==> config.mk <==
export PLATFORM = sky130hd
export DESIGN_NAME = stepper_trapezoid_ramp_pulser
export DESIGN_NICKNAME = d
export VERILOG_FILES = /design/src/rtl/core/stp_pkg.sv /design/src/rtl/core/stp_div.sv /design/src/rtl/core/stepper_trapezoid_ramp_pulser.sv
export VERILOG_INCLUDE_DIRS = /design/src /design/src/rtl/core
export SDC_FILE = /design/constraint.sdc
export NUM_CORES = 1
export LEC_CHECK = 0
export BUFFER_PORTS_ARGS = -buffer_cell sky130_fd_sc_hd__buf_2
export CAP_MARGIN = 20
export CORE_ASPECT_RATIO = 1.2
export CORE_MARGIN = 4
export CORE_UTILIZATION = 30
export CTS_CLUSTER_SIZE = 25
export DETAILED_ROUTE_END_ITERATION = 7
export PLACE_DENSITY = 0.48
export SYNTH_ARGS = -nofsm -noshare
export SYNTH_HDL_FRONTEND = slang
export SYNTH_SLANG_ARGS = --single-unit
==> constraint.sdc <==
create_clock -name clk -period 4.3 [get_ports clk]
set_input_delay 0.215 -clock clk [delete_from_list [all_inputs] [get_ports clk]]
set_output_delay 0.215 -clock clk [all_outputs]
set_load 0.02 [all_outputs]
==> src/rtl/core/assert_macros.svh <==
// ----------------------------------------------------------------------------
// Assertion macros
// Implication checks for the step pulse generator; empty when assertions are
// compiled out.
// ----------------------------------------------------------------------------
`ifndef ASSERT_MACROS_SVH
`define ASSERT_MACROS_SVH
`ifndef NO_ASSERTIONS
`define STP_ASSERT_IMP(lbl, clk, rst_n, ante, cons) \
	lbl: assert property (@(posedge clk) disable iff (!rst_n) (ante) |-> (cons)) \
		else $error("same-cycle implication failed");
`define STP_ASSERT_NXT(lbl, clk, rst_n, ante, cons) \
	lbl: assert property (@(posedge clk) disable iff (!rst_n) (ante) |=> (cons)) \
		else $error("next-cycle implication failed");
`else
`define STP_ASSERT_IMP(lbl, clk, rst_n, ante, cons)
`define STP_ASSERT_NXT(lbl, clk, rst_n, ante, cons)
`endif
`endif

==> src/rtl/core/stp_pkg.sv <==
// ----------------------------------------------------------------------------
// stp_pkg
// Shared widths, request codes and types of the trapezoid ramp step pulser.
// ----------------------------------------------------------------------------
package stp_pkg;

	localparam int STEP_COUNT_BITS_DEF = 16;
	localparam int HP_W                = 8;
	localparam int POS_W               = 16;
	localparam int MOVE_W              = 16;

	localparam logic [1:0] REQ_TICK  = 2'd0;
	localparam logic [1:0] REQ_START = 2'd1;
	localparam logic [1:0] REQ_LOAD  = 2'd2;

	localparam logic [1:0] CFG_START = 2'd0;
	localparam logic [1:0] CFG_MIN   = 2'd1;
	localparam logic [1:0] CFG_RAMP  = 2'd2;
	localparam logic [1:0] CFG_EN    = 2'd3;

	typedef struct packed {
		logic [1:0]      phase;
		logic [HP_W-1:0] hp;
	} step_plan_t;

endpackage

==> src/rtl/core/stp_div.sv <==
// ----------------------------------------------------------------------------
// stp_div
// Restoring unsigned divider, one quotient bit per cycle.
// ----------------------------------------------------------------------------
module stp_div import stp_pkg::*; #(
	parameter int WIDTH = HP_W
) (
	input  logic             clk,
	input  logic             arst_n,
	input  logic             start,
	input  logic [WIDTH-1:0] dividend,
	input  logic [WIDTH-1:0] divisor,
	output logic             done,
	output logic [WIDTH-1:0] quotient
);

	localparam int CW = $clog2(WIDTH + 1);

	logic [CW-1:0]    cnt_q;
	logic             done_q;
	logic [WIDTH:0]   rem_q;
	logic [WIDTH-1:0] quo_q;
	logic [WIDTH:0]   shifted;
	logic             fits;

	assign shifted = {rem_q[WIDTH-1:0], quo_q[WIDTH-1]};
	assign fits    = shifted >= {1'b0, divisor};

	always_ff @(posedge clk or negedge arst_n) begin
		if (!arst_n) begin
			cnt_q  <= '0;
			done_q <= 1'b0;
		end else begin
			done_q <= 1'b0;
			if (start) begin
				cnt_q <= CW'(WIDTH);
			end else if (cnt_q != '0) begin
				cnt_q <= cnt_q - CW'(1);
				if (cnt_q == CW'(1)) begin
					done_q <= 1'b1;
				end
			end
		end
	end

	always_ff @(posedge clk) begin
		if (start) begin
			rem_q <= '0;
			quo_q <= dividend;
		end else if (cnt_q != '0) begin
			rem_q <= fits ? (shifted - {1'b0, divisor}) : shifted;
			quo_q <= {quo_q[WIDTH-2:0], fits};
		end
	end

	assign done     = done_q;
	assign quotient = quo_q;

endmodule

==> src/rtl/core/stepper_trapezoid_ramp_pulser.sv <==
// ----------------------------------------------------------------------------
// stepper_trapezoid_ramp_pulser
// Trapezoid-ramp step pulse generator: ticks, move starts, position loads.
// ----------------------------------------------------------------------------
// Timer ticks, position loads and ignored requests take one item per cycle;
// the result sits in an output register, and the next item is taken as soon
// as that register is free or drained. A start move that is accepted while
// the motor is idle runs the ramp increment through the bit-serial divider:
// the accepting edge loads it, the divider produces the eight quotient bits,
// and the edge on which it signals done applies the move plan and registers
// the result; input is stalled until then. The user must see that registers
// are taken only while the block is idle; the block does not enforce this. A
// move latches the ramp settings when its plan is applied.
`include "assert_macros.svh"

module stepper_trapezoid_ramp_pulser import stp_pkg::*; #(
	parameter int STEP_COUNT_BITS = STEP_COUNT_BITS_DEF
) (
	input  logic                     clk,
	input  logic                     arst_n,
	input  logic                     cfg_we,
	input  logic [1:0]               cfg_idx,
	input  logic [HP_W-1:0]          cfg_wdata,
	input  logic                     in_valid,
	output logic                     in_stall,
	input  logic [1:0]               req_type,
	input  logic [MOVE_W-1:0]        move_steps,
	input  logic                     move_dir,
	input  logic signed [POS_W-1:0]  new_position,
	output logic                     out_valid,
	input  logic                     out_stall,
	output logic                     step_level,
	output logic                     dir_level,
	output logic                     enable_n,
	output logic signed [POS_W-1:0]  position_now,
	output logic                     busy_res,
	output logic                     move_done
);

	localparam int SC = STEP_COUNT_BITS;

	localparam logic [1:0] PH_IDLE  = 2'd0;
	localparam logic [1:0] PH_ACCEL = 2'd1;
	localparam logic [1:0] PH_HOLD  = 2'd2;
	localparam logic [1:0] PH_DECEL = 2'd3;

	localparam logic ST_IDLE = 1'b0;
	localparam logic ST_DIV  = 1'b1;

	logic [HP_W-1:0]  start_hp_q, min_hp_q, ramp_steps_q;
	logic             drv_en_q;

	logic             pin_q, dir_q;
	logic [8:0]       tick_count_q;
	logic [HP_W-1:0]  half_period_q, ramp_delta_q, lat_min_q;
	logic [SC-1:0]    steps_done_q, steps_total_q, accel_end_q, hold_end_q;
	logic [1:0]       phase_q;
	logic [POS_W-1:0] position_q;

	logic             state_q;
	logic [SC-1:0]    n_q;
	logic             mdir_q;

	logic             out_valid_q;
	logic             step_level_q, dir_level_q, enable_n_q, busy_q, done_q;
	logic [POS_W-1:0] position_now_q;

	logic             pin_n, dir_n, done_n;
	logic [8:0]       tick_count_n;
	logic [HP_W-1:0]  half_period_n, ramp_delta_n, lat_min_n;
	logic [SC-1:0]    steps_done_n, steps_total_n, accel_end_n, hold_end_n;
	logic [1:0]       phase_n;
	logic [POS_W-1:0] position_n;

	logic             accept, is_tick, is_load, is_start, apply, out_load;
	logic             div_done;
	logic [HP_W-1:0]  quotient, abs_diff;
	logic             diff_neg;
	logic [31:0]      steps_ext;

	logic [HP_W-1:0]  hp_floor, hp_step;
	logic [8:0]       tick_lim, tick_inc;
	logic [SC-1:0]    steps_inc;
	logic [SC:0]      two_r;
	step_plan_t       plan;

	function automatic step_plan_t enter_step(
		input logic [1:0]      ph,
		input logic [HP_W-1:0] hp,
		input logic [SC-1:0]   sd,
		input logic [SC-1:0]   ae,
		input logic [SC-1:0]   he,
		input logic [HP_W-1:0] mn,
		input logic [HP_W-1:0] delta
	);
		step_plan_t p;
		p.phase = ph;
		p.hp    = hp;
		if (ph == PH_ACCEL && sd >= ae) begin
			if (sd < he) begin
				p.phase = PH_HOLD;
				p.hp    = mn;
			end else begin
				p.phase = PH_DECEL;
				p.hp    = hp + delta;
			end
		end else if (ph == PH_HOLD && sd >= he) begin
			p.phase = PH_DECEL;
		end
		return p;
	endfunction

	assign in_stall = (state_q != ST_IDLE) || (out_valid_q && out_stall);
	assign accept   = in_valid && !in_stall;
	assign is_tick  = accept && req_type == REQ_TICK;
	assign is_load  = accept && req_type == REQ_LOAD;
	assign is_start = accept && req_type == REQ_START && phase_q == PH_IDLE;
	assign apply    = state_q == ST_DIV && div_done;
	assign out_load = (accept && !is_start) || apply;

	assign diff_neg  = start_hp_q < min_hp_q;
	assign abs_diff  = diff_neg ? (min_hp_q - start_hp_q) : (start_hp_q - min_hp_q);
	assign steps_ext = 32'(move_steps);

	stp_div #(
		.WIDTH (HP_W)
	) u_div (
		.clk      (clk),
		.arst_n   (arst_n),
		.start    (is_start),
		.dividend (abs_diff),
		.divisor  (ramp_steps_q),
		.done     (div_done),
		.quotient (quotient)
	);

	assign hp_floor  = (half_period_q > HP_W'(1)) ? half_period_q : HP_W'(1);
	assign tick_lim  = {1'b0, hp_floor} + 9'd1;
	assign tick_inc  = tick_count_q + 9'd1;
	assign steps_inc = steps_done_q + SC'(1);
	assign two_r     = (SC + 1)'({ramp_steps_q, 1'b0});

	always_comb begin
		pin_n         = pin_q;
		dir_n         = dir_q;
		done_n        = 1'b0;
		tick_count_n  = tick_count_q;
		half_period_n = half_period_q;
		ramp_delta_n  = ramp_delta_q;
		lat_min_n     = min_hp_q;
		steps_done_n  = steps_done_q;
		steps_total_n = steps_total_q;
		accel_end_n   = accel_end_q;
		hold_end_n    = hold_end_q;
		phase_n       = phase_q;
		position_n    = position_q;
		hp_step       = half_period_q;
		plan          = '0;
		if (apply) begin
			ramp_delta_n  = (ramp_steps_q == '0) ? '0 :
				(diff_neg ? (HP_W'(0) - quotient) : quotient);
			dir_n         = mdir_q;
			steps_total_n = n_q;
			steps_done_n  = '0;
			tick_count_n  = '0;
			half_period_n = start_hp_q;
			if (n_q == '0) begin
				phase_n = PH_IDLE;
				done_n  = 1'b1;
			end else begin
				if ({1'b0, n_q} > two_r) begin
					accel_end_n = SC'(ramp_steps_q);
					hold_end_n  = n_q - SC'(ramp_steps_q);
				end else begin
					accel_end_n = n_q >> 1;
					hold_end_n  = n_q >> 1;
				end
				plan = enter_step(PH_ACCEL, start_hp_q, '0, accel_end_n, hold_end_n,
					min_hp_q, ramp_delta_n);
				phase_n       = plan.phase;
				half_period_n = plan.hp;
			end
		end else if (is_load) begin
			position_n = new_position;
		end else if (is_tick && phase_q != PH_IDLE) begin
			if (tick_inc < tick_lim) begin
				tick_count_n = tick_inc;
			end else begin
				tick_count_n = '0;
				pin_n        = ~pin_q;
				if (!pin_q) begin
					position_n = dir_q ? (position_q + POS_W'(1)) : (position_q - POS_W'(1));
					if (phase_q == PH_ACCEL) begin
						hp_step = half_period_q - ramp_delta_q;
					end else if (phase_q == PH_DECEL) begin
						hp_step = half_period_q + ramp_delta_q;
					end
					steps_done_n  = steps_inc;
					half_period_n = hp_step;
					if (steps_inc == steps_total_q) begin
						phase_n = PH_IDLE;
						done_n  = 1'b1;
					end else begin
						plan = enter_step(phase_q, hp_step, steps_inc, accel_end_q,
							hold_end_q, lat_min_q, ramp_delta_q);
						phase_n       = plan.phase;
						half_period_n = plan.hp;
					end
				end
			end
		end
	end

	always_ff @(posedge clk or negedge arst_n) begin
		if (!arst_n) begin
			start_hp_q   <= 8'd255;
			min_hp_q     <= 8'd255;
			ramp_steps_q <= 8'd1;
			drv_en_q     <= 1'b0;
		end else if (cfg_we) begin
			unique case (cfg_idx)
				CFG_START: start_hp_q   <= cfg_wdata;
				CFG_MIN:   min_hp_q     <= cfg_wdata;
				CFG_RAMP:  ramp_steps_q <= cfg_wdata;
				CFG_EN:    drv_en_q     <= cfg_wdata[0];
				default: ;
			endcase
		end
	end

	always_ff @(posedge clk or negedge arst_n) begin
		if (!arst_n) begin
			pin_q         <= 1'b0;
			dir_q         <= 1'b0;
			tick_count_q  <= '0;
			half_period_q <= '0;
			ramp_delta_q  <= '0;
			lat_min_q     <= '0;
			steps_done_q  <= '0;
			steps_total_q <= '0;
			accel_end_q   <= '0;
			hold_end_q    <= '0;
			phase_q       <= PH_IDLE;
			position_q    <= '0;
			state_q       <= ST_IDLE;
			out_valid_q   <= 1'b0;
		end else begin
			pin_q         <= pin_n;
			dir_q         <= dir_n;
			tick_count_q  <= tick_count_n;
			half_period_q <= half_period_n;
			ramp_delta_q  <= ramp_delta_n;
			steps_done_q  <= steps_done_n;
			steps_total_q <= steps_total_n;
			accel_end_q   <= accel_end_n;
			hold_end_q    <= hold_end_n;
			phase_q       <= phase_n;
			position_q    <= position_n;
			if (apply) begin
				lat_min_q <= lat_min_n;
			end
			unique case (state_q)
				ST_IDLE: if (is_start) state_q <= ST_DIV;
				ST_DIV:  if (div_done) state_q <= ST_IDLE;
				default: state_q <= ST_IDLE;
			endcase
			if (out_load) begin
				out_valid_q <= 1'b1;
			end else if (!out_stall) begin
				out_valid_q <= 1'b0;
			end
		end
	end

	always_ff @(posedge clk) begin
		if (is_start) begin
			n_q    <= steps_ext[SC-1:0];
			mdir_q <= move_dir;
		end
		if (out_load) begin
			step_level_q   <= pin_n;
			dir_level_q    <= dir_n;
			enable_n_q     <= ~drv_en_q;
			position_now_q <= position_n;
			busy_q         <= phase_n != PH_IDLE;
			done_q         <= done_n;
		end
	end

	assign out_valid    = out_valid_q;
	assign step_level   = step_level_q;
	assign dir_level    = dir_level_q;
	assign enable_n     = enable_n_q;
	assign position_now = position_now_q;
	assign busy_res     = busy_q;
	assign move_done    = done_q;

	`STP_ASSERT_IMP(a_stall_while_div, clk, arst_n, state_q == ST_DIV, in_stall)
	`STP_ASSERT_NXT(a_result_after_div, clk, arst_n, apply, out_valid_q)
	`STP_ASSERT_IMP(a_done_not_busy, clk, arst_n, out_valid_q, !(done_q && busy_q))
	`STP_ASSERT_IMP(a_idle_count_clear, clk, arst_n, phase_q == PH_IDLE, tick_count_q == '0)

endmodule

# Word-level counts from Yosys, hierarchy flattened
# Cells that the tools add are included.
totals:
  register_bits: 203
  input_bits: 50
  output_inout_bits: 23
op_classes:
  add_sub_neg: 15
  order_cmp: 10
  n_eq_ne: 14
  n_mux: 77
  bitwise: 4
  reduce_logical: 32
ops:
  columns: ["op", "count"]
  rows:
  - ["2-to-1 mux 16 bit", 16]
  - ["2-to-1 mux 8 bit", 22]
  - ["2-to-1 mux 9 bit", 6]
  - ["adder 16 x 1 -> 16 bit (second input constant)", 2]
  - ["greater-or-equal comparator 16 bit", 2]
  - ["subtractor 8 bit", 4]
  - ["adder 8 bit", 3]
  - ["2-to-1 mux 1 bit", 19]
  - ["2-to-1 mux 2 bit", 9]
  - ["== test 16 bit", 1]
  - ["greater-or-equal comparator 1 x 16 -> 1 bit (first input constant)", 1]
  - ["> comparator 16 x 9 -> 1 bit", 1]
  - ["logical NOT 16 bit", 1]
  - ["less-than comparator 1 x 16 -> 1 bit (first input constant)", 1]
  - ["less-than comparator 16 bit", 1]
  - ["subtractor 16 x 1 -> 16 bit (second input constant)", 1]
  - ["subtractor 16 x 8 -> 16 bit", 1]
  - ["2-to-1 mux 15 bit", 1]
  - ["AND reduction 2 bit", 6]
  - ["logical AND 1 bit", 11]
  - ["== test 2 bit (second input constant)", 5]
  - ["2-to-1 mux 10 bit", 1]
  - ["adder 8 x 1 -> 9 bit (second input constant)", 1]
  - ["adder 9 x 1 -> 9 bit (second input constant)", 1]
  - ["other kinds (20)", 35]

# Depth between registers and ports, before layout
# Gate-level depths: netlist of the first run.
depth:
  depth_word: 19
  ltp_mapped: 20
  mapped_depth_nobuf: 20

# Hierarchy
# Synthesis of the first run repeated with hierarchy kept, for this count alone.
hier_totals:
  hier_cells: 1518
  hier_area_um2: 13923.4
modules_own_cells:
  columns: ["mod", "instances", "cells_per_inst", "area_per_inst_um2", "seq_area_each_um2"]
  rows:
  - ["stepper_trapezoid_ramp_pulser", 1, 1371, 12533.3, 4740.8]
  - ["stp_div", 1, 147, 1390.1, 525.5]

# Least setup slack after synthesis of the first run
# Ideal clock, no wire load.
synth_path:
  path_kind: "register to register"
  startpoint: "register half_period_q[4]"
  endpoint: "register position_now_q[13], in the netlist position_now[13] (data pin)"
  setup_ps: 272
  arrival_time_ps: 3729
  setup_slack_ps: 299
  path_stages_with_launch: 17
  cell_sequence: "dfrtp_1 or4_1 o41ai_2 ha_1 nand3_1 nor2_1 nand3_1 ha_1 a211o_1 a21oi_1 nand2_1 o211ai_1 or3_1 clkbuf_1 buf_2 buf_1 o21ai_1"
synth_via:
  elab_chain_len: 8
synth_lines:
  columns: ["item", "line_no", "source"]
  rows:
  - ["from (decl)", "stepper_trapezoid_ramp_pulser.sv:55", "logic [HP_W-1:0] half_period_q, ramp_delta_q, lat_min_q;"]
  - ["from (signal assigned)", "stepper_trapezoid_ramp_pulser.sv:251", "half_period_q <= half_period_n;"]
  - ["> comparator 8 x 1 -> 1 bit", "stepper_trapezoid_ramp_pulser.sv:137", "assign hp_floor = (half_period_q > HP_W'(1)) ? half_period_q : HP_W'(1);"]
  - ["2-to-1 mux 8 bit *", "stepper_trapezoid_ramp_pulser.sv:137", null]
  - ["adder 8 x 1 -> 9 bit *", "stepper_trapezoid_ramp_pulser.sv:138", "assign tick_lim = {1'b0, hp_floor} + 9'd1;"]
  - ["less-than comparator 9 bit *", "stepper_trapezoid_ramp_pulser.sv:186", "if (tick_inc < tick_lim) begin"]
  - ["2-to-1 mux 16 bit *", "stepper_trapezoid_ramp_pulser.sv:186", null]
  - ["2-to-1 mux 16 bit *", "stepper_trapezoid_ramp_pulser.sv:185", "end else if (is_tick && phase_q != PH_IDLE) begin"]
  - ["2-to-1 mux 16 bit *", "stepper_trapezoid_ramp_pulser.sv:183", "end else if (is_load) begin"]
  - ["2-to-1 mux 16 bit *", "stepper_trapezoid_ramp_pulser.sv:159", "if (apply) begin"]
  - ["net position_n[13]", "stepper_trapezoid_ramp_pulser.sv:73", "logic [POS_W-1:0] position_n;"]
  - ["to (signal assigned)", "stepper_trapezoid_ramp_pulser.sv:284", "position_now_q <= position_n;"]
  - ["to (decl)", "stepper_trapezoid_ramp_pulser.sv:66", "logic [POS_W-1:0] position_now_q;"]
# Mark *: on every way through the listed nets, which the timed path passes. The rest lies on a longest branch.
# A chain may end at the register's enable or synchronous reset.

# Worst setup path after layout of the first run
layout_path:
  startpoint: "register steps_done_q[1]"
  endpoint: "register half_period_q[3]"
layout_via:
  elab_chain_len: 10
  elab_cells_between_ends: 13
layout_lines:
  columns: ["item", "line_no", "source"]
  rows:
  - ["from (decl)", "stepper_trapezoid_ramp_pulser.sv:56", "logic [SC-1:0] steps_done_q, steps_total_q, accel_end_q, hold_end_q;"]
  - ["from (signal assigned)", "stepper_trapezoid_ramp_pulser.sv:253", "steps_done_q <= steps_done_n;"]
  - ["adder 16 x 1 -> 16 bit *", "stepper_trapezoid_ramp_pulser.sv:140", "assign steps_inc = steps_done_q + SC'(1);"]
  - ["less-than comparator 16 bit / greater-or-equal comparator 16 bit (equally long branches)", "stepper_trapezoid_ramp_pulser.sv:100, stepper_trapezoid_ramp_pulser.sv:99", null]
  - ["2-to-1 mux 9 bit / logical AND 1 bit (equally long branches)", "stepper_trapezoid_ramp_pulser.sv:100, stepper_trapezoid_ramp_pulser.sv:99", null]
  - ["2-to-1 mux 8 bit", "stepper_trapezoid_ramp_pulser.sv:99", "if (ph == PH_ACCEL && sd >= ae) begin"]
  - ["2-to-1 mux 8 bit *", "stepper_trapezoid_ramp_pulser.sv:200", "if (steps_inc == steps_total_q) begin"]
  - ["2-to-1 mux 8 bit *", "stepper_trapezoid_ramp_pulser.sv:191", "if (!pin_q) begin"]
  - ["2-to-1 mux 8 bit *", "stepper_trapezoid_ramp_pulser.sv:186", null]
  - ["2-to-1 mux 8 bit *", "stepper_trapezoid_ramp_pulser.sv:185", null]
  - ["2-to-1 mux 8 bit *", "stepper_trapezoid_ramp_pulser.sv:183", null]
  - ["2-to-1 mux 8 bit *", "stepper_trapezoid_ramp_pulser.sv:159", null]
# Mark *: on every way between the ends. The rest lies on a longest branch, timed or not. The select of a mux whose other input is x is not followed.

==> run summary, run 1 <==
Initial antenna violation count: 0
Peak supply drop: 0.357 mV
Num rows: 86
Worst Clk Skew: 0.0177 ns
Worst hold stages: 3
Ys async rst share: 0.733
Io pins: 73
EDFF count, synth: 46
Largest net degree at the start of global routing: 83
Leak Pwr: 7.40 nW
Ys Warns: 0
Final nets: 1824
Post-DP HPWL: 30.2 mm
Num Clock Sinks: 202
Synth top area cells: dfrtp_1 (24%), ha_1 (11%), edfxtp_1 (9.9%), xnor2_1 (3.9%), nand2_1 (3.7%)
Total CTS buffers: 26
Number of global-route vias before repair: 11600
Core Area: 0.0459 mm2
Worst-margin pin slew: 0.972 ns
Commonest cells in the synthesized netlist: nand2_1 (139), dfrtp_1 (131), ha_1 (126)
DR vias: 11400
Status: completed
Number of remaining DRC errors: 0
Final hold vios: 0
Synth Cell Area: 0.0139 mm2
Clk Latency, worst-skew pair: 0.55 ns
First-pass DRT Iterations: 6
Antenna Violating Nets Remaining: 0
GRT Overall Usage: 0.155
Placed insts: 2178
Power Density: 690 mW/mm2
CTS root buffer: clkbuf_16
Syn Area/Cell: 9.33 um2
Clock transition at path regs: 0.06 ns
Die Span X: 205 um
Crit path DAT: 4.42 ns
Placer Congestion: 0.835
Filler cells: 4638
Total die area: 0.0500 mm2
Worst reg2reg path depth: 15
DR iter-0 viols: 523
Fraction of layout cells with a size suffix above 1: 0.162
CP Launch Type: flip-flop
Worst min path class: input port to flip-flop
Crit Path Max Fanout: 7
Register area share after synthesis: 0.378
Final Max Slew Viols: 0
WL/cell: 17.4 um
GR Overflow Total: 0
Non-filler cells, final: 2275
Cell variety after synth: 91
# port buffers: 72
Post-Synthesis Cells: 1494
Antenna Cells: 0
Unrepaired setup endpoints after global routing: false
Period Utilization, post-route: 0.931
Primary FF master, synth: dfrtp_1
Final WL: 39.5 mm
Post-layout minimum cycle time: 4.01 ns
Max Cap Violations: 0
Cell taking the most area after synthesis: dfrtp_1
Max-slew headroom: 0.351
Setup TNS: 0 ns
H-tree depth: 1
Starting Density: 0.303
CTS tree: yes
Fmax: 0.250 GHz
Max Root-Sink Buffers: 3
Syn_nets: 1679
Global-route wire length before repair: 63.1 mm
Top-count cell post-synth: nand2_1
Setup violations, final: 0
Vias per Instance: 5.03
CP endpoint kind: flip-flop
Top cell type's share of synthesized area: 0.235
Synthesis-stage register bit count: 202
Die Height: 244 um
Area Growth Syn to Fin: 20.3%
Critical path class: flip-flop to flip-flop
CP Data Required Time: 4.72 ns
[cell usage in the layout (no fill, tap or decap), types with 14 or more instances in the layout]
cell type,n
nand2_1,138
dfrtp_1,131
ha_1,124
nor2_1,122
inv_1,104
o21ai_0,79
buf_2,71
a21oi_1,63
xnor2_1,62
buf_4,57
mux2_2,46
edfxtp_1,46
nand3_1,41
dlygate4sd3_1,40
o21ai_1,32
clkbuf_16,29
nor3_1,28
mux2i_1,25
xor2_1,25
a21o_1,24
a31oi_1,21
nand4_1,19
nand2b_1,19
a211oi_1,19
o22ai_1,17
dfstp_2,17
nor2b_1,14
[metrics by stage]
step	cell area (um2)	worst slack (ns)	total power (W)	hold slack, ns	util
after floorplan	13900	0.299	0.00749	-0.0806	-
after global placement	15300	0.137	0.00900	0.352	0.332
after detailed placement	15300	0.107	0.00908	0.356	0.332
after CTS	16600	0.0857	0.0116	0.00484	0.362
after global routing	16800	0.00378	0.0126	0.00489	0.365
final	16800	0.295	0.0116	0.0298	0.365
[cell families (layout without fill, tap and decap cells)]
family / after synthesis / count (layout) / synth area share
muxes: 73 / 73 / 0.0570
and+or+nand+nor: 452 / 452 / 0.156
buffers and inverters: 158 / 323 / 0.0439
xor gates and xnor gates: 89 / 89 / 0.0580
DFF: 202 / 202 / 0.378
adders and majority gates: 135 / 135 / 0.126
AOI/OAI and AO/OA: 385 / 385 / 0.181
[final timing paths]
| path | start | end | slack (ns) |
|---|---|---|---|
| worst max register to register | steps_done_q[1] | half_period_q[3] | 0.29 |
| worst max-delay path | steps_done_q[1] | half_period_q[3] | 0.29 |
| worst min-delay path | new_position[4] | position_q[4] | 0.03 |
| min in group asynchronous | arst_n | steps_done_q[13] | 0.31 |
| max in group asynchronous | arst_n | start_hp_q[2] | 2.88 |
| worst min register to register | u_div.rem_q[7] | u_div.rem_q[7] | 0.48 |
[critical path, stage by stage, from the launching register on]
cell	delay, ns
dfrtp_1	0.41
ha_1	0.19
nand4_1	0.24
nor4_1	0.41
xnor2_1	0.27
inv_1	0.13
ha_1	0.31
nand4_1	0.18
nor4_2	0.37
nand2_1	0.11
o211ai_1	0.17
buf_12	0.17
mux2_2	0.33
mux2_4	0.26
a222oi_1	0.21
o21ai_1	0.11
[power breakdown]
group	switching [W]	internal, W	total, W
registers	0.000548	0.00267	0.00322
clock network	0.000902	0.00148	0.00238
logic	0.00325	0.00272	0.00596
[area by class of cell]
class	count	area, um2	share of cell area
Inverter	104	390	0.0233
Tap cell	616	771	0.0460
Clock buffer	35	798	0.0476
Multi-Input combinational cell	1134	8150	0.486
Clock inverter	13	155	0.00925
Timing Repair Buffer	171	1230	0.0737
Sequential cell	202	5270	0.314
[state kept, by name (all words and copies together) (netlist names), 2 cells and up]
| register | flops |
|---|---|
| phase_q | 2 |
| tick_count_q | 9 |
| steps_total_q | 16 |
| position_now | 16 |
| lat_min_q | 8 |
| start_hp_q | 8 |
| position_q | 16 |
| lat_min_n | 8 |
| steps_done_q | 16 |
| accel_end_q | 15 |
| hold_end_q | 16 |
| u_div.quotient | 8 |
| u_div.cnt_q | 4 |
| ramp_steps_q | 8 |
| half_period_q | 8 |
| u_div.rem_q | 8 |
| n_q | 16 |
| ramp_delta_q | 8 |
[repair_timing]
action,4_1_cts,5_1_grt
buffers inserted,0,9
endpoints found under the hold margin,133,0
gates resized for setup,0,12
hold buffers,40,0
endpoints found under the setup margin,0,34
[routing by layer]
layer / up-vias / GRT usage / share of wire
met5: - / 0 / 0
met4: 0 / 0.0406 / 0.022
met3: 46 / 0.0174 / 0.034
met2: 174 / 0.269 / 0.47
met1: 5525 / 0.207 / 0.47
li1: 5699 / - / -
Power figures use the tool's default switching activity.
==> inputs of run 2 (changes only) <==
CORE_UTILIZATION = 41   (was 30)
PLACE_DENSITY = 0.6   (was 0.48)
==> run 2 against run 1 <==
- maximum frequency down 1.2%
- sequential power about the same
- worst hold slack better by 0.021 ns
- clock power down 11%
- core utilization up 12 points
- die area down 26%
- sequential share of layout area up 0.87 points
- count of clock-buffer cells in the layout down 7
- first-iteration DRC count up 16%
==> run summary, run 2 (synthesized netlist as in run 1, its figures left out) <==
Placed insts: 2009
Leading cell type in the layout, fill and taps excluded: nand2_1
Clk Latency, worst-skew pair: 0.53 ns
Top cell by count, worst path: o211ai_1
Io pins: 73
Area Growth Syn to Fin: 17.1%
Setup violations, final: 0
Antenna Violating Nets Remaining: 0
GRT Overall Usage: 0.198
Number of global-route vias before repair: 11700
Core Area: 0.0333 mm2
Worst hold margin: 0.0508 ns
CP Launch Type: flip-flop
CTS root buffer: clkbuf_16
Critical path, cell by cell: or4_4 -> o41ai_4 -> ha_2 -> nand3_2 -> xor2_1 -> ha_1 -> a2111oi_0 -> nand2_1 -> o211ai_1 -> or3_4 -> buf_12 -> a211oi_1 -> a222oi_1 -> o211ai_1
Post-layout minimum cycle time: 4.05 ns
Starting Density: 0.418
Power Density: 686 mW/mm2
Slowest CP cell: or4_4
Die Span X: 176 um
Final hold vios: 0
DR iter-0 viols: 606
Reg area: 0.00527 mm2
Max Root-Sink Buffers: 3
CP top delay family: compound AO/OA/AOI/OAI gates
Num Clock Sinks: 202
CP Data Required Time: 4.69 ns
Die Height: 210 um
Max-slew headroom: 0.391
Peak supply drop: 0.517 mV
Critical path class: flip-flop to flip-flop
Crit path DAT: 4.44 ns
CP max stage delay: 0.55 ns
Largest net degree at the start of global routing: 93
Placer Congestion: 0.888
Worst min path class: input port to flip-flop
Commonest cells after routing, fill and taps aside: nand2_1 (138), dfrtp_1 (130), ha_1 (124)
Clock transition at path regs: 0.06 ns
Status: completed
Filler cells: 3124
DR vias: 11400
Non-filler cells, final: 2094
Fraction of layout cells with a size suffix above 1: 0.153
Pwr Total: 0.0112 W
Num rows: 73
GR Overflow Total: 0
Total CTS buffers: 24
Total die area: 0.0370 mm2
Final WL: 37.0 mm
H-tree depth: 1
Post-DP HPWL: 27.9 mm
Final nets: 1811
Global-route wire length before repair: 60.5 mm
CP endpoint kind: flip-flop
First-pass DRT Iterations: 5
Vias per Instance: 5.46
Max Cap Violations: 0
Final Max Slew Viols: 0
Setup TNS: 0 ns
Worst Clk Skew: 0.0137 ns
CTS tree: yes
# port buffers: 72
Number of remaining DRC errors: 0
Worst-margin pin slew: 0.914 ns
Fmax: 0.247 GHz
WP buf/inv: 1
Initial antenna violation count: 1
Period Utilization, post-route: 0.943
Antenna Cells: 0
Leak Pwr: 7.26 nW
WL/cell: 17.6 um
Crit Path Max Fanout: 29
Multi-input logic area: 0.00813 mm2
==> run 2: changes by cell type in the layout (fill, tap and decap cells not counted), moves of 3 or more <==
cell and change:
buf_4 -12, clkbuf_16 -4, clkbuf_8 -5, clkinv_1 +3
clkinv_4 -3, clkinvlp_4 +3
==> run 2: area by class of cell <==
cell class | instances | area share
Clock inverter | 16 | 0.0114
Timing Repair Buffer | 160 | 0.0703
Tap cell | 450 | 0.0345
Sequential cell | 202 | 0.323
Inverter | 104 | 0.0239
Multi-Input combinational cell | 1134 | 0.498
Clock buffer | 28 | 0.0390
==> run 2: layer usage <==
metal | wire, um | GRT usage
met5 | 16 | 0
met4 | 879 | 0.0543
met3 | 1320 | 0.0239
met2 | 17600 | 0.339
met1 | 17100 | 0.266
==> run 2: worst min-delay path, delay by kind of cell <==
family,cells,cell delay [ns]
compound gates,2,0.22
buf+inv,1,0.09
==> run 2: report_power, final <==
group          total (W)  switching [W]  internal, W
Clock            0.00213       0.000836      0.00130
Combinational    0.00584        0.00319      0.00266
Sequential       0.00322       0.000551      0.00267
Total             0.0112        0.00457      0.00663
==> run 2: stage by stage <==
step | setup WS [ns] | cell area (um2) | util
global placement | 0.205 | 15000 | 0.451
floorplan | 0.299 | 13900 | -
CTS | 0.107 | 16300 | 0.488
detailed placement | 0.141 | 15000 | 0.451
finish | 0.246 | 16300 | 0.490
global route | -0.0592 | 16300 | 0.490
==> run 2: timing repair <==
| action | CTS | global route |
|---|---|---|
| gates resized for setup | 0 | 17 |
| endpoints found under the hold margin | 135 | 0 |
| hold buffers | 40 | 0 |
| setup endpoints to repair | 0 | 10 |
| setup buffers | 0 | 1 |
==> run 2: worst paths after layout <==
| kind | startpoint | to | slack [ns] | depth (start not counted) |
|---|---|---|---|---|
| worst max-delay path | half_period_q[4] | half_period_q[2] | 0.25 | 14 |
| worst min-delay path | new_position[12] | position_q[12] | 0.05 | 3 |
| worst max register to register | half_period_q[4] | half_period_q[2] | 0.25 | 14 |
| worst min register to register | lat_min_q[3] | lat_min_q[3] | 0.48 | 2 |
| max in group asynchronous | arst_n | start_hp_q[5] | 2.93 | 3 |
| min in group asynchronous | arst_n | tick_count_q[2] | 0.36 | 2 |
==> inputs of run 3 (changes only) <==
--- a/config.mk
+++ b/config.mk
@@ -8,3 +8,2 @@
 export LEC_CHECK = 0
-export BUFFER_PORTS_ARGS = -buffer_cell sky130_fd_sc_hd__buf_2
 export CAP_MARGIN = 20
@@ -13,5 +12,7 @@
 export CORE_UTILIZATION = 41
+export CTS_CLUSTER_DIAMETER = 100
 export CTS_CLUSTER_SIZE = 25
 export DETAILED_ROUTE_END_ITERATION = 7
-export PLACE_DENSITY = 0.6
+export DONT_BUFFER_PORTS = 1
+export PLACE_DENSITY = 0.58
 export SYNTH_ARGS = -nofsm -noshare
--- a/constraint.sdc
+++ b/constraint.sdc
@@ -3,2 +3,2 @@
 set_output_delay 0.215 -clock clk [all_outputs]
-set_load 0.02 [all_outputs]
+set_load 0.05 [all_outputs]
==> run 3 against run 2 <==
- die area unchanged
- final cell count decreased by 4.3%
- core utilization shrank 1.9 points
- register-to-register slack worse by 0.05 ns
- flip-flop and latch count unchanged
- first-iteration DRC count grew 8.1%
- clock skew increased by 0.013 ns
- wire length is 2.1% lower
- worst setup slack lost 0.052 ns
- largest cell class unchanged
==> run summary, run 3 (synthesized netlist as in run 1, its figures left out) <==
Status: completed
Reg-to-Reg Start: half_period_q[2]
Setup TNS: 0 ns
Placed instance area: 0.0146 mm2
CP startpoint: half_period_q[2]
Io pins: 73
CP max stage delay: 0.49 ns
Leading cell type in the layout, fill and taps excluded: nand2_1
Final Max Slew Viols: 0
Final Instance Area: 0.0157 mm2
CP Data Required Time: 4.70 ns
Antenna Violating Nets Remaining: 0
CTS root buffer: clkbuf_16
Worst-margin pin slew: 0.816 ns
Power Density: 681 mW/mm2
Final WL: 36.2 mm
DR iter-0 viols: 655
Total CTS buffers: 14
Leak Pwr: 6.83 nW
Clock transition at path regs: 0.10 ns
Largest net degree at the start of global routing: 149
Max-slew headroom: 0.456
DR vias: 11100
Post-DP HPWL: 27.3 mm
Placer Congestion: 0.887
Initial antenna violation count: 0
Worst hold margin: 0.0183 ns
Critical path class: flip-flop to flip-flop
CTS tree: yes
CP endpoint kind: flip-flop
Fraction of layout cells with a size suffix above 1: 0.104
GR Overflow Total: 0
Die Span X: 176 um
Peak supply drop: 0.486 mV
Num rows: 73
Final nets: 1730
Total die area: 0.0370 mm2
Critical path, cell by cell: buf_4 -> ha_2 -> or3b_2 -> a31oi_1 -> o21bai_1 -> a31o_2 -> xnor2_1 -> mux2_2 -> ha_1 -> o21a_1 -> a21o_1 -> a21oi_1 -> xor2_1 -> a211oi_1 -> mux2i_1 -> o221ai_1 -> a211oi_1
# port buffers: 0
Commonest cells after routing, fill and taps aside: nand2_1 (138), dfrtp_1 (130), ha_1 (124)
First-pass DRT Iterations: 5
Max Root-Sink Buffers: 3
Fmax: 0.244 GHz
Max Cap Violations: 0
Crit path DAT: 4.51 ns
Die Height: 210 um
Starting Density: 0.418
Top cell by count, worst path: a211oi_1
GRT Overall Usage: 0.194
Core Area: 0.0333 mm2
Placement Setup Slack: 0.0880 ns
Period Utilization, post-route: 0.955
Area Growth Syn to Fin: 12.4%
Unrepaired setup endpoints after global routing: false
Crit Path Max Fanout: 8
WL/cell: 18.1 um
Min-delay src: cfg_idx[1]
CP Launch Type: flip-flop
Final hold vios: 0
Worst min path class: input port to flip-flop
Number of global-route vias before repair: 10900
Clk Latency, worst-skew pair: 0.50 ns
Setup violations, final: 0
Post-layout minimum cycle time: 4.11 ns
Num Clock Sinks: 202
Worst Clk Skew: 0.0268 ns
Slowest CP cell: or3b_2
H-tree depth: 1
Global-route wire length before repair: 59.2 mm
Vias per Instance: 5.55
Number of remaining DRC errors: 0
Setup WS post-layout: 0.194 ns
==> run 3: cell types whose count changed in the layout (fill, tap and decap cells not counted), moves of 4 or more <==
cell,delta
buf_2,-71
bufinv_16,-4
clkbuf_16,-10
clkinv_1,-4
clkinv_2,-4
==> run 3: layout make-up <==
type	count	area [um2]
flip-flops and latches	202	5270
repair buffers	89	821
fillers	3220	17700
well taps	450	563
clock inverters	6	96.3
diodes	1	2.50
multi-input cells	1134	8130
inverters	104	390
clock buffers	18	407
==> run 3: timing repair <==
action,in CTS,in global routing
setup buffers,0,4
endpoints found under the hold margin,218,0
gates resized for setup,0,12
hold buffers,44,0
setup endpoints to repair,0,19
==> run 3: final timing paths <==
kind	endpoint	slack, ns	cells after the start
min in group asynchronous	ramp_delta_q[6]	0.34	2
max in group asynchronous	ramp_delta_q[1]	3.23	2
max	half_period_q[7]	0.19	17
max reg2reg	half_period_q[7]	0.19	17
min reg2reg	u_div.rem_q[1]	0.49	2
min	drv_en_q	0.02	2
==> run 3: where the power goes <==
part / total, W / switching [W] / internal, W / leakage, nW
clock network: 0.00150 / 0.000785 / 0.000712 / 0.241
registers: 0.00347 / 0.000799 / 0.00267 / 2.36
logic: 0.00571 / 0.00310 / 0.00261 / 4.23
==> run 3: metal layers <==
metal / track usage / vias to the layer above / share of wire
met5: 0 / - / 0
met1: 0.272 / 5365 / 0.48
li1: - / 5486 / -
met4: 0.0422 / 0 / 0.018
met3: 0.0246 / 44 / 0.039
met2: 0.323 / 221 / 0.47
==> run 3: through the flow <==
step           utilization  power [W]  std cells
3_5_place_dp         0.439    0.00905       1931
4_1_cts              0.468     0.0107       1999
3_3_place_gp         0.439    0.00896       1931
2_1_floorplan            -    0.00766       1494
5_1_grt              0.470     0.0116       2003
6_report             0.470     0.0107       2004
==> run 3: critical path: cells and delay by family (launching register included) <==
| family | cells | cell delay (ns) |
|---|---|---|
| compound gates | 9 | 1.48 |
| xor+xnor | 2 | 0.36 |
| fa+ha+maj | 2 | 0.64 |
| buf+inv | 1 | 0.17 |
| flops | 1 | 0.39 |
| mux | 2 | 0.46 |
| simple gates | 1 | 0.49 |
